--- src/design/dfa_pkg.sv ---
`timescale 1ns / 1ps
// Shared types and constants of the table-driven string acceptor.
package dfa_pkg;

  localparam int ST_W    = 6;
  localparam int SYM_W   = 8;
  localparam int ENTRY_W = 2 * ST_W + SYM_W;
  localparam int NACC    = 2 ** ST_W;

  localparam int E_TO_LO   = 0;
  localparam int E_SYM_LO  = ST_W;
  localparam int E_FROM_LO = ST_W + SYM_W;

  localparam int EIU_W  = 7;
  localparam int CFG_IW = 2;
  localparam int CFG_DW = 64;

  localparam logic [CFG_IW-1:0] CFG_INITIAL_STATE  = 2'd0;
  localparam logic [CFG_IW-1:0] CFG_ACCEPT_MASK    = 2'd1;
  localparam logic [CFG_IW-1:0] CFG_ENTRIES_IN_USE = 2'd2;

  localparam int Q_DEPTH = 2;
  localparam int Q_AW    = $clog2(Q_DEPTH);
  localparam int Q_CW    = $clog2(Q_DEPTH + 1);

  typedef enum logic [1:0] {
    OUT_ACCEPTED = 2'd0,
    OUT_REJECTED = 2'd1,
    OUT_NO_MOVE  = 2'd2
  } outcome_t;

  typedef enum logic [1:0] {
    ST_IDLE,
    ST_SCAN,
    ST_EMIT
  } back_state_t;

  typedef struct packed {
    logic             sym;
    logic             last;
    logic             slot_ok;
    logic [ST_W-1:0]  slot;
    logic [ST_W-1:0]  from_st;
    logic [SYM_W-1:0] symbol;
    logic [ST_W-1:0]  to_st;
  } cmd_t;

  typedef struct packed {
    logic              we;
    logic [CFG_IW-1:0] index;
    logic [CFG_DW-1:0] data;
  } cfg_wr_t;

  typedef struct packed {
    logic in_string;
    logic dead;
  } back_stat_t;

endpackage

--- src/design/dfa_if.sv ---
`timescale 1ns / 1ps
// Item channel interfaces of the string acceptor.
interface dfa_in_if import dfa_pkg::*; ();
  logic             valid;
  logic             ready;
  logic             kind;
  logic [ST_W-1:0]  entry_index;
  logic [ST_W-1:0]  from_state;
  logic [SYM_W-1:0] symbol;
  logic [ST_W-1:0]  to_state;
  logic             last_symbol;

  modport source (output valid, kind, entry_index, from_state, symbol, to_state,
                  last_symbol, input ready);
  modport sink (input valid, kind, entry_index, from_state, symbol, to_state,
                last_symbol, output ready);
endinterface

interface dfa_out_if import dfa_pkg::*; ();
  logic            valid;
  logic            ready;
  logic [1:0]      outcome;
  logic [ST_W-1:0] final_state;

  modport source (output valid, outcome, final_state, input ready);
  modport sink (input valid, outcome, final_state, output ready);
endinterface

--- src/design/dfa_ram.sv ---
`timescale 1ns / 1ps
// Generic single-port RAM with registered read.
module dfa_ram #(
  parameter int WIDTH = 20,
  parameter int DEPTH = 64
) (
  input  logic                                        clk,
  input  logic                                        we,
  input  logic [((DEPTH > 1) ? $clog2(DEPTH) : 1)-1:0] addr,
  input  logic [WIDTH-1:0]                            wdata,
  output logic [WIDTH-1:0]                            rdata
);

  logic [WIDTH-1:0] mem_r [DEPTH];

  always_ff @(posedge clk) begin
    if (we) begin
      mem_r[addr] <= wdata;
    end
    rdata <= mem_r[addr];
  end

endmodule

--- src/design/dfa_front.sv ---
`timescale 1ns / 1ps
// Front end: accepts items, classifies them and queues commands for the back end.
module dfa_front import dfa_pkg::*; #(
  parameter int TABLE_DEPTH = 64
) (
  input  logic     clk,
  input  logic     rst_n,
  dfa_in_if.sink   in_ch,
  output cmd_t     cmd,
  output logic     cmd_valid,
  input  logic     cmd_ready
);

  cmd_t            q_r [Q_DEPTH];
  logic [Q_AW-1:0] wptr_r, wptr_nxt;
  logic [Q_AW-1:0] rptr_r, rptr_nxt;
  logic [Q_CW-1:0] cnt_r, cnt_nxt;
  logic            push, pop;
  cmd_t            in_cmd;

  always_comb begin
    in_cmd.sym     = in_ch.kind;
    in_cmd.last    = in_ch.last_symbol;
    in_cmd.slot_ok = int'(in_ch.entry_index) < TABLE_DEPTH;
    in_cmd.slot    = in_ch.entry_index;
    in_cmd.from_st = in_ch.from_state;
    in_cmd.symbol  = in_ch.symbol;
    in_cmd.to_st   = in_ch.to_state;
  end

  assign in_ch.ready = (cnt_r != Q_CW'(Q_DEPTH));
  assign push        = in_ch.valid && in_ch.ready;
  assign cmd_valid   = (cnt_r != '0);
  assign pop         = cmd_valid && cmd_ready;
  assign cmd         = q_r[rptr_r];

  always_comb begin
    wptr_nxt = push ? wptr_r + Q_AW'(1) : wptr_r;
    rptr_nxt = pop ? rptr_r + Q_AW'(1) : rptr_r;
    cnt_nxt  = cnt_r;
    if (push && !pop) begin
      cnt_nxt = cnt_r + Q_CW'(1);
    end else if (pop && !push) begin
      cnt_nxt = cnt_r - Q_CW'(1);
    end
  end

  always_ff @(posedge clk) begin
    if (!rst_n) begin
      wptr_r <= '0;
      rptr_r <= '0;
      cnt_r  <= '0;
    end else begin
      wptr_r <= wptr_nxt;
      rptr_r <= rptr_nxt;
      cnt_r  <= cnt_nxt;
    end
  end

  always_ff @(posedge clk) begin
    if (push) begin
      q_r[wptr_r] <= in_cmd;
    end
  end

endmodule

--- src/design/dfa_back.sv ---
`timescale 1ns / 1ps
// Back end: table writes, sequential first-match search, configuration and result register.
module dfa_back import dfa_pkg::*; #(
  parameter int TABLE_DEPTH = 64,
  parameter int NUM_STATES  = 64
) (
  input  logic        clk,
  input  logic        rst_n,
  input  cmd_t        cmd,
  input  logic        cmd_valid,
  output logic        cmd_ready,
  input  cfg_wr_t     cfg,
  dfa_out_if.source   out_ch,
  output back_stat_t  stat
);

  localparam int AW  = (TABLE_DEPTH > 1) ? $clog2(TABLE_DEPTH) : 1;
  localparam int CW  = $clog2(TABLE_DEPTH + 1);
  localparam int SW1 = ST_W + 1;

  back_state_t       state_r, state_nxt;
  logic [AW-1:0]     cnt_r, cnt_nxt;
  logic [SYM_W-1:0]  sym_r, sym_nxt;
  logic              last_r, last_nxt;
  logic [ST_W-1:0]   cur_r, cur_nxt;
  logic              dead_r, dead_nxt;
  logic              in_str_r, in_str_nxt;
  logic [ST_W-1:0]   init_r, init_nxt;
  logic [NACC-1:0]   amask_r, amask_nxt;
  logic [EIU_W-1:0]  eiu_r, eiu_nxt;
  logic              out_valid_r, out_valid_nxt;
  outcome_t          out_outcome_r, out_outcome_nxt;
  logic [ST_W-1:0]   out_state_r, out_state_nxt;

  logic              ram_we;
  logic [AW-1:0]     ram_addr;
  logic [ENTRY_W-1:0] ram_wdata, ram_rdata;

  logic [CW-1:0]     n_lim;
  logic              scan_end, hit, acc, out_free, sym_pop;
  outcome_t          outcome;

  dfa_ram #(.WIDTH(ENTRY_W), .DEPTH(TABLE_DEPTH)) u_table (
    .clk   (clk),
    .we    (ram_we),
    .addr  (ram_addr),
    .wdata (ram_wdata),
    .rdata (ram_rdata)
  );

  always_comb begin
    if (int'(eiu_r) > TABLE_DEPTH) begin
      n_lim = CW'(TABLE_DEPTH);
    end else begin
      n_lim = CW'(eiu_r);
    end
  end

  assign scan_end = (CW'(cnt_r) + CW'(1)) == n_lim;
  assign hit      = (ram_rdata[E_FROM_LO +: ST_W] == cur_r) &&
                    (ram_rdata[E_SYM_LO +: SYM_W] == sym_r);
  assign acc      = ({1'b0, cur_r} < SW1'(NUM_STATES)) && amask_r[cur_r];
  assign outcome  = dead_r ? OUT_NO_MOVE : (acc ? OUT_ACCEPTED : OUT_REJECTED);
  assign out_free = !out_valid_r || out_ch.ready;
  assign sym_pop  = (state_r == ST_IDLE) && cmd_valid && cmd.sym;

  always_comb begin
    state_nxt = state_r;
    unique case (state_r)
      ST_IDLE: begin
        if (sym_pop && !dead_r && (n_lim != '0)) begin
          state_nxt = ST_SCAN;
        end else if (sym_pop && cmd.last) begin
          state_nxt = ST_EMIT;
        end
      end
      ST_SCAN: begin
        if (hit || scan_end) begin
          state_nxt = last_r ? ST_EMIT : ST_IDLE;
        end
      end
      ST_EMIT: begin
        if (out_free) begin
          state_nxt = ST_IDLE;
        end
      end
      default: state_nxt = ST_IDLE;
    endcase
  end

  always_comb begin
    cmd_ready       = (state_r == ST_IDLE);
    ram_we          = 1'b0;
    ram_addr        = '0;
    ram_wdata       = {cmd.from_st, cmd.symbol, cmd.to_st};
    cnt_nxt         = cnt_r;
    sym_nxt         = sym_r;
    last_nxt        = last_r;
    cur_nxt         = cur_r;
    dead_nxt        = dead_r;
    in_str_nxt      = in_str_r;
    init_nxt        = init_r;
    amask_nxt       = amask_r;
    eiu_nxt         = eiu_r;
    out_valid_nxt   = out_valid_r && !out_ch.ready;
    out_outcome_nxt = out_outcome_r;
    out_state_nxt   = out_state_r;

    unique case (state_r)
      ST_IDLE: begin
        if (cmd_valid && !cmd.sym) begin
          ram_we   = cmd.slot_ok;
          ram_addr = AW'(cmd.slot);
        end else if (sym_pop) begin
          in_str_nxt = 1'b1;
          sym_nxt    = cmd.symbol;
          last_nxt   = cmd.last;
          cnt_nxt    = '0;
          if (!dead_r && (n_lim == '0)) begin
            dead_nxt = 1'b1;
          end
        end
      end
      ST_SCAN: begin
        if (hit) begin
          cur_nxt = ram_rdata[E_TO_LO +: ST_W];
        end else if (scan_end) begin
          dead_nxt = 1'b1;
        end else begin
          cnt_nxt  = cnt_r + AW'(1);
          ram_addr = cnt_r + AW'(1);
        end
      end
      ST_EMIT: begin
        if (out_free) begin
          out_valid_nxt   = 1'b1;
          out_outcome_nxt = outcome;
          out_state_nxt   = cur_r;
          cur_nxt         = init_r;
          dead_nxt        = 1'b0;
          in_str_nxt      = 1'b0;
        end
      end
      default: ;
    endcase

    if (cfg.we) begin
      unique case (cfg.index)
        CFG_INITIAL_STATE: begin
          init_nxt = cfg.data[ST_W-1:0];
          if (!in_str_r) begin
            cur_nxt = cfg.data[ST_W-1:0];
          end
        end
        CFG_ACCEPT_MASK:    amask_nxt = cfg.data[NACC-1:0];
        CFG_ENTRIES_IN_USE: eiu_nxt   = cfg.data[EIU_W-1:0];
        default: ;
      endcase
    end
  end

  always_ff @(posedge clk) begin
    if (!rst_n) begin
      state_r     <= ST_IDLE;
      cur_r       <= '0;
      dead_r      <= 1'b0;
      in_str_r    <= 1'b0;
      init_r      <= '0;
      amask_r     <= '0;
      eiu_r       <= '0;
      out_valid_r <= 1'b0;
    end else begin
      state_r     <= state_nxt;
      cur_r       <= cur_nxt;
      dead_r      <= dead_nxt;
      in_str_r    <= in_str_nxt;
      init_r      <= init_nxt;
      amask_r     <= amask_nxt;
      eiu_r       <= eiu_nxt;
      out_valid_r <= out_valid_nxt;
    end
  end

  always_ff @(posedge clk) begin
    cnt_r         <= cnt_nxt;
    sym_r         <= sym_nxt;
    last_r        <= last_nxt;
    out_outcome_r <= out_outcome_nxt;
    out_state_r   <= out_state_nxt;
  end

  assign out_ch.valid       = out_valid_r;
  assign out_ch.outcome     = out_outcome_r;
  assign out_ch.final_state = out_state_r;
  assign stat.in_string     = in_str_r;
  assign stat.dead          = dead_r;

endmodule

--- src/design/dfa_string_acceptor.sv ---
`timescale 1ns / 1ps
// Top level of the table-driven string acceptor.
//
// Items arrive on in_ch (valid/ready). kind 0 writes one transition entry
// (from_state, symbol, to_state) to table slot entry_index; kind 1 is a string
// symbol. The symbol flagged last_symbol gives one result on out_ch: outcome
// (accepted, ended non-accepting, no transition) and final_state.
// Registers are written through cfg_we / cfg_index / cfg_wdata, by the user only
// while idle (the block does not enforce this): 0 initial_state, 1 accept_mask,
// 2 entries_in_use. A two-entry command queue separates intake from execution;
// the back end takes a new command only while idle. A symbol item searches the
// table entries in order, up to min(entries_in_use, TABLE_DEPTH), one at a time
// through the single read port of the table RAM, stopping at the first match; a
// dead string skips the search. A last symbol then passes through the emit state,
// which loads the result register that drives out_ch. Reset clears state,
// registers and the queue; the table is undefined until written. When out_ch
// stalls, the result holds; loads and non-last symbols keep flowing until a
// second result is due.
module dfa_string_acceptor import dfa_pkg::*; #(
  parameter int TABLE_DEPTH = 64,
  parameter int NUM_STATES  = 64
) (
  input  logic              clk,
  input  logic              rst_n,
  dfa_in_if.sink            in_ch,
  dfa_out_if.source         out_ch,
  input  logic              cfg_we,
  input  logic [CFG_IW-1:0] cfg_index,
  input  logic [CFG_DW-1:0] cfg_wdata
);

  cmd_t       cmd;
  logic       cmd_valid;
  logic       cmd_ready;
  cfg_wr_t    cfg;
  back_stat_t stat;

  assign cfg.we    = cfg_we;
  assign cfg.index = cfg_index;
  assign cfg.data  = cfg_wdata;

  dfa_front #(.TABLE_DEPTH(TABLE_DEPTH)) u_front (
    .clk       (clk),
    .rst_n     (rst_n),
    .in_ch     (in_ch),
    .cmd       (cmd),
    .cmd_valid (cmd_valid),
    .cmd_ready (cmd_ready)
  );

  dfa_back #(.TABLE_DEPTH(TABLE_DEPTH), .NUM_STATES(NUM_STATES)) u_back (
    .clk       (clk),
    .rst_n     (rst_n),
    .cmd       (cmd),
    .cmd_valid (cmd_valid),
    .cmd_ready (cmd_ready),
    .cfg       (cfg),
    .out_ch    (out_ch),
    .stat      (stat)
  );

  a_load_no_result: assert property (@(posedge clk) disable iff (!rst_n)
    (cmd_valid && cmd_ready && !cmd.sym) |=> !$rose(out_ch.valid))
    else $error("load item produced a result");

  a_result_resets_string: assert property (@(posedge clk) disable iff (!rst_n)
    $rose(out_ch.valid) |-> (!stat.in_string && !stat.dead))
    else $error("string state not cleared with result");

  a_dead_within_string: assert property (@(posedge clk) disable iff (!rst_n)
    stat.dead |-> stat.in_string)
    else $error("dead flag set outside a string");

  a_result_from_emit: assert property (@(posedge clk) disable iff (!rst_n)
    $rose(out_ch.valid) |-> $past(!cmd_ready))
    else $error("result raised while back end idle");

endmodule
--- src/flat_wrapper.sv ---
// flat-port wrapper written by rule: the top's interface ports become plain ports
module dfa_string_acceptor_flat import dfa_pkg::*;
#(
  parameter int TABLE_DEPTH = 64,
  parameter int NUM_STATES  = 64
)
  (clk, rst_n, cfg_we, cfg_index, cfg_wdata, in_ch_valid, in_ch_kind, in_ch_entry_index, in_ch_from_state, in_ch_symbol, in_ch_to_state, in_ch_last_symbol, in_ch_ready, out_ch_valid, out_ch_outcome, out_ch_final_state, out_ch_ready);
  dfa_in_if in_ch_i ();
  dfa_out_if out_ch_i ();
  input  logic clk;
  input  logic rst_n;
  input  logic cfg_we;
  input  logic [CFG_IW-1:0] cfg_index;
  input  logic [CFG_DW-1:0] cfg_wdata;
  input wire logic [$bits(in_ch_i.valid)-1:0] in_ch_valid;
  input wire logic [$bits(in_ch_i.kind)-1:0] in_ch_kind;
  input wire logic [$bits(in_ch_i.entry_index)-1:0] in_ch_entry_index;
  input wire logic [$bits(in_ch_i.from_state)-1:0] in_ch_from_state;
  input wire logic [$bits(in_ch_i.symbol)-1:0] in_ch_symbol;
  input wire logic [$bits(in_ch_i.to_state)-1:0] in_ch_to_state;
  input wire logic [$bits(in_ch_i.last_symbol)-1:0] in_ch_last_symbol;
  output wire logic [$bits(in_ch_i.ready)-1:0] in_ch_ready;
  output wire logic [$bits(out_ch_i.valid)-1:0] out_ch_valid;
  output wire logic [$bits(out_ch_i.outcome)-1:0] out_ch_outcome;
  output wire logic [$bits(out_ch_i.final_state)-1:0] out_ch_final_state;
  input wire logic [$bits(out_ch_i.ready)-1:0] out_ch_ready;
  assign in_ch_i.valid = in_ch_valid;
  assign in_ch_i.kind = in_ch_kind;
  assign in_ch_i.entry_index = in_ch_entry_index;
  assign in_ch_i.from_state = in_ch_from_state;
  assign in_ch_i.symbol = in_ch_symbol;
  assign in_ch_i.to_state = in_ch_to_state;
  assign in_ch_i.last_symbol = in_ch_last_symbol;
  assign in_ch_ready = in_ch_i.ready;
  assign out_ch_valid = out_ch_i.valid;
  assign out_ch_outcome = out_ch_i.outcome;
  assign out_ch_final_state = out_ch_i.final_state;
  assign out_ch_i.ready = out_ch_ready;
  dfa_string_acceptor #(.TABLE_DEPTH(TABLE_DEPTH), .NUM_STATES(NUM_STATES)) u_core (.clk(clk), .rst_n(rst_n), .in_ch(in_ch_i), .out_ch(out_ch_i), .cfg_we(cfg_we), .cfg_index(cfg_index), .cfg_wdata(cfg_wdata));
endmodule
--- config.mk ---
export PLATFORM = sky130hd
export DESIGN_NAME = dfa_string_acceptor_flat
export DESIGN_NICKNAME = d
export VERILOG_FILES = /design/src/design/dfa_pkg.sv /design/src/design/dfa_if.sv /design/src/design/dfa_ram.sv /design/src/design/dfa_front.sv /design/src/design/dfa_back.sv /design/src/design/dfa_string_acceptor.sv /design/src/flat_wrapper.sv
export SDC_FILE = /design/constraint.sdc
export NUM_CORES = 1
export LEC_CHECK = 0
export BUFFER_PORTS_ARGS = -buffer_cell sky130_fd_sc_hd__buf_2
export CORE_MARGIN = 10
export CORE_UTILIZATION = 60
export CTS_CLUSTER_DIAMETER = 120
export DETAILED_ROUTE_END_ITERATION = 7
export PLACE_DENSITY = 0.75
export SETUP_SLACK_MARGIN = 0.5
export SLEW_MARGIN = 25
export SYNTH_ARGS = -nofsm -noshare
export SYNTH_HDL_FRONTEND = slang
export SYNTH_SLANG_ARGS = --single-unit
--- constraint.sdc ---
create_clock -name clk -period 8.85 [get_ports clk]
set_input_delay 0.4425 -clock clk [delete_from_list [all_inputs] [get_ports clk]]
set_output_delay 0.4425 -clock clk [all_outputs]
set_load 0.01 [all_outputs]
Word level (Yosys, flattened, before mapping):

Memory sizes are Yosys's and may differ from the RTL's. A register that Yosys moved wholly into a read port is not among the register bits.
Cells that the tools add are included.

* output and inout bits: 10
* word-level logic and storage cells: 129
* memories kept: 2
* bits in writable memories: 1336
* flip-flop bits (word level): 115

* reductions and logical operators: 38
* bitwise operators: 1
* add/sub/neg operators: 6
* equality and inequality tests: 17
* muxes and demuxes: 47
* $lt $le $gt $ge: 2

Memories
* u_core.u_back.u_table.mem_r: depth 64, width 20, rd ports 1, clocked after memory_dff 1, write ports 1, RTL line dfa_ram.sv:14 `logic [WIDTH-1:0] mem_r [DEPTH];`
* u_core.u_front.q_r: depth 2, width 28, rd ports 1, clocked after memory_dff 1, write ports 1, RTL line dfa_front.sv:14 `cmd_t q_r [Q_DEPTH];`

Operators by type and width (number)
* $mux 6: 12
* $pmux 6 s2: 3
* $mux 1: 20
* $ne 2x2->1 const B: 9
* $mux 2: 7
* $logic_and 1x1->1: 12
* $eq 8x8->1: 1
* $reduce_and 2->1: 4
* $reduce_bool 2->1: 4
* $add 6x1->7 const B: 1
* $eq 7x7->1: 1
* $gt 7x7->1 const B: 1
* $logic_not 7->1: 1
* $lt 6x7->1 const B: 1
* $mux 7: 1
* $reduce_and 7->1: 1
* $reduce_bool 7->1: 1
* $add 6x1->6 const B: 1
* $bmux 1 s6: 1
* $eq 6x6->1: 1
* $logic_not 1->1: 6
* $pmux 2 s3: 1
* $reduce_and 3->1: 2
* $reduce_and 5->1: 1
* other kinds (13): 18

Logic depth before layout (Yosys ltp):

* depth in word-level cells: 8
* mapped depth: 16
* depth with buffers taken out: 12

Modules after synthesis:

A second synthesis with hierarchy kept.

* cells, all modules: 3484
* area, all modules: 56834.5 um2

Modules (own cells, without submodules)
* dfa_ram: instances 1, area each 49449.9 um2, cells an instance 2820, seq. area each 38837.2 um2
* dfa_back: instances 1, area each 5113.7 um2, cells an instance 551, seq. area each 2452.4 um2
* dfa_front: instances 1, area each 2270.9 um2, cells an instance 113, seq. area each 1781.7 um2

Worst setup path after synthesis:

Ideal clock, no wire load.

* path kind: register to register
* start: register u_core.u_back.cnt_r[0]
* end: memory u_core.u_back.u_table.mem_r[18][0] (enable)
* cell stages (with the launch flop): 13
* arrival time: 4854 ps
* path slack: 3547 ps
* cell sequence: edfxtp_1 ha_1 buf_4 xnor2_1 or4_1 o211a_2 a211oi_4 o21ai_2 buf_2 buf_1 clkbuf_1 clkbuf_1 nor4_1

* word-level cells in the longest chain between the ends: 5
* elaborated cells between the ends (all ways): 6

Ends and longest elaborated chain
* from (decl): RTL line dfa_back.sv:22 `logic [AW-1:0] cnt_r, cnt_nxt;`
* from (signal assigned): RTL line dfa_back.sv:185 `cnt_r <= cnt_nxt;`
* $add 6x1->7: RTL line dfa_back.sv:59 `assign scan_end = (CW'(cnt_r) + CW'(1)) == n_lim;`
* $eq 7x7->1: RTL line dfa_back.sv:59
* $mux 6 (*): RTL line dfa_back.sv:127 `end else if (scan_end) begin`
* $mux 6 (*): RTL line dfa_back.sv:125 `if (hit) begin`
* $pmux 6 s2 (*): RTL line dfa_back.sv:109 `unique case (state_r)`
* to (decl): RTL line dfa_ram.sv:14

Mark *: on every way between the ends. The rest lies on a longest branch, timed or not.

Final worst setup path:

* start: register u_core.u_back.cnt_r[0]
* end: register u_core.u_back.u_table.rdata[6] (read register of u_core.u_back.u_table.mem_r)

* word-level cells in the longest chain between the ends: 5
* elaborated cells between the ends (all ways): 6

Ends and longest elaborated chain
* $add 6x1->7: RTL line dfa_back.sv:59
* $eq 7x7->1: RTL line dfa_back.sv:59
* $mux 6 (*): RTL line dfa_back.sv:127
* $mux 6 (*): RTL line dfa_back.sv:125
* $pmux 6 s2 (*): RTL line dfa_back.sv:109
* to (decl): RTL line dfa_ram.sv:11 `output logic [WIDTH-1:0] rdata`

Marked as above.
A chain may end at the register's enable or synchronous reset.

==> results.py <==
metrics = {
    "sta": {
        "final_max_slew_viol_count": 0,
        "setup_viol": 0,
        "setup-tns-final_ps": 0,
        "finalCritPeriodShare": 0.682,
        "slew_headroom": 0.286,
        "fin_crit_ps": 6040,
        "finalHoldViolCount": 0,
        "max_freq_ghz": 0.166,
        "rsz0062_at_grt": "no",
        "tightest_slew_ps": 1070,
        "worst_clock_skew_ps": 27.9,
    },
    "route": {
        "ant_nets": 0,
        "post-route-drc-count": 0,
        "post_drt_wl_per_cell_microns": 27.0,
        "drt_wl_total_mm": 154,
        "drtPass1Iterations": 6,
        "dr_total_vias": 36400,
        "viasPerCell": 6.36,
        "drt_first_iter_violations": 4958,
    },
    "synthesis": {
        "syn_nets": 4226,
        "synth_cell_types": 67,
        "ys_seq_elements": 1472,
        "synth-main-ff-cell": "edfxtp_1",
        "avgSynthCellArea_sq_um": 14.0,
        "synth_cells": 4121,
        "synth-seq-area-share": 0.748,
        "yosys_warnings": 0,
        "yosys-top-cells-area": "edfxtp_1 (71%), nand2_1 (6.6%), dfxtp_1 (3.9%)",
        "syn-cell-area_sq_um": 57600,
        "async_flop_share": 0,
        "synth_top_cell_area_share": 0.709,
        "synth_edf_count": 1359,
        "yosysTopAreaCell": "edfxtp_1",
    },
    "critical_path": {
        "crit_arrival_ps": 6670,
        "cp_top_family": "compound AO/OA/AOI/OAI gates",
        "slowest_delay_ps": 700,
        "slowest_stage": "o21bai_4",
        "cp-start-kind": "register",
        "end_kind": "register",
        "path_max_fanout": 103,
        "required_ps": 9480,
        "crit_chain": "ha_1 -> xnor2_1 -> or4_1 -> o211a_2 -> a211oi_4 -> nor2_1 -> o21bai_4 -> buf_12 -> buf_4 -> a21oi_1 -> nor3_1 -> o22ai_1 -> or4_1",
        "crit_buf_inv": 2,
        "criticalPathCategory": "reg -> reg",
        "critical_path.most_common_cell": "or4_1",
    },
    "clocking": {
        "cts_setup_buffers": 0,
        "numCtsBuffers": 146,
        "cts_resized": 0,
        "clock_path_buffers": 3,
        "clockRootBuffer": "clkbuf_16",
        "cts_sinks": 1472,
        "cts.reportedPaths.clkPinSlew_ps": 60,
        "htree_levels": 4,
        "cts_hold_buf": 89,
        "insertion_delay_ps": 760,
        "cts_tree": "yes",
    },
    "power": {
        "p_clk_frac": 0.312,
        "power_w": 0.0193,
        "p_sw_frac": 0.324,
        "power_density_nw_per_um2": 296,
        "combPwrFrac": 0.246,
        "p_leak_nw": 23.0,
        "p_int_w": 0.0131,
        "pwr-share-seq": 0.442,
        "power_switching_w": 0.00626,
        "peakVddDrop_uv": 280,
    },
    "layout": {
        "layout-drive-gt1-share": 0.129,
        "nNetsFinal": 4433,
        "synthToLayoutAreaGrowth_pct": 13.5,
    },
    "grt": {
        "grt_util_met3": 0.0688,
        "antenna_found_initial": 12,
        "grt.overflow.total": 0,
        "grt_pass1_vias": 35700,
        "grt_pass1_wl_mm": 228,
        "grt_max_degree": 165,
        "busiest_layer": "met2",
        "grt_usage": 0.280,
        "gr-usage-met2": 0.433,
        "use_met1": 0.373,
    },
    "hold_path": {
        "hp-class": "in -> reg",
    },
    "die": {
        "fp.dieW_microns": 330,
        "dieArea_sq_um": 109000,
        "placementRows": 113,
        "placeableCoreArea_sq_um": 95200,
        "start_util": 0.605,
        "ios": 109,
        "die_y_microns": 330,
    },
    "placement": {
        "port_buffers": 108,
        "dpl.hpwl_mm": 83.7,
        "place_congestion": 0.868,
    },
    "run_status": {
        "outcome": "finished, final reports clean",
    },
    "run": {
        "drv_cap": 0,
    },
}
## worst min-delay path, stage by stage
cell and delay (ps):
buf_2 150, nand2_1 60, a21boi_0 70
## cell type report
type / count / area (sq um)
sequential: 1472 / 43100
tap: 1265 / 1580
multi-input combinational: 2390 / 13600
fill: 6136 / 29800
clock inverter: 74 / 641
antenna: 4 / 10.0
timing repair buffer: 310 / 2370
clock buffer: 196 / 4020
inverter: 8 / 30.0
## power by group through the flow
stage	clock [W]	sequential, W	combinational [W]
CTS	0.00607	0.00853	0.00465
global route	0.00635	0.00855	0.00500
finish	0.00604	0.00854	0.00475
floorplan	0	0.00856	0.00286
detailed placement	0	0.00868	0.00459
global placement	0	0.00867	0.00450
## worst paths after layout
kind | start | endpoint | slack (ps) | cells after the start
worst max-delay path | u_core.u_back.cnt_r[0] | u_core.u_back.u_table.rdata[6] | 2810 | 13
worst min-delay path | cfg_wdata[0] | u_core.u_back.amask_r[0] | 40 | 3
worst max register to register | u_core.u_back.cnt_r[0] | u_core.u_back.u_table.rdata[6] | 2810 | 13
worst min register to register | u_core.u_back.amask_r[11] | u_core.u_back.amask_r[11] | 460 | 2
## per-layer routing
| metal | vias to the layer above | wire [microns] |
|---|---|---|
| met4 | 10 | 7450 |
| li1 | 15700 | - |
| met3 | 409 | 18600 |
| met2 | 2351 | 71400 |
| met1 | 17900 | 57000 |
| met5 | - | 58 |
## cells by family after synthesis
group / share of synthesized area
AND/OR/NAND/NOR: 0.0980
XOR/XNOR: 0.00474
AO/OA/AOI/OAI: 0.0759
adder cells (fa/ha/maj): 0.00130
multiplexers: 0.0518
buffers and inverters: 0.0203
flip-flops: 0.748
## state kept, by name, summed over array words and instances, names as in the netlist, 2 cells and up, named ones only
register and flops:
u_core.u_back.u_table.mem_r 1280, u_core.u_back.amask_r 64, u_core.u_front.q_r 56, u_core.u_back.u_table.rdata 20, u_core.u_back.sym_r 8, u_core.u_back.eiu_r 7, u_core.u_back.cnt_r 6, u_core.u_back.cur_r 6
u_core.u_back.init_r 6, u_core.u_back.out_ch.final_state 6, u_core.u_back.out_ch.outcome 2, u_core.u_back.state_r 2, u_core.u_front.cnt_r 2
## cells in the mapped netlist (10+ instances only)
cell	n
buf_2	83
mux2_2	23
a21oi_2	10
edfxtp_1	1359
nor2b_1	18
clkbuf_1	130
a21oi_1	425
buf_1	17
dfxtp_1	113
a21boi_0	67
or4_1	20
xor2_1	17
nor3_1	98
buf_4	19
o21ai_0	10
nor4_2	10
o22ai_1	182
nor4_1	61
nor2_1	81
mux4_2	21
mux2i_1	225
nand2_1	1011
## stage by stage
stage          std cells  utilization  hold slack, ps  worst slack [ps]  instance area, sq um
5_1_grt             5718        0.687            14.0              2710                 65400
2_1_floorplan       4121            -             403              3550                 57600
4_1_cts             5715        0.687            4.67              2990                 65300
3_5_place_dp        5356        0.628             457              3010                 59800
3_3_place_gp        5356        0.628             451              3120                 59700
6_report            5719        0.687            37.9              2810                 65400
## placed cells by master (no fill, tap or decap), drive strengths merged, types with 5 or more instances in the layout
cell type    instances
buf                221
clkinvlp             8
mux2i              225
nor4                71
o21ai               13
mux4                21
bufinv               8
a22oi                6
dfxtp              113
o211a                7
inv                 14
a21oi              435
a21boi              67
ha                   6
dlygate4sd3         89
nor2b               18
clkbuf             196
a22o                 6
clkinv              52
or4                 20
xor2                17
nand2             1012
edfxtp            1359
nor2                81
o22ai              183
nand3                7
nor3                98
nand2b               5
nand3b               6
xnor2                8
and2                 7
mux2                23
No activity file was read; power rests on OpenSTA's default activity.
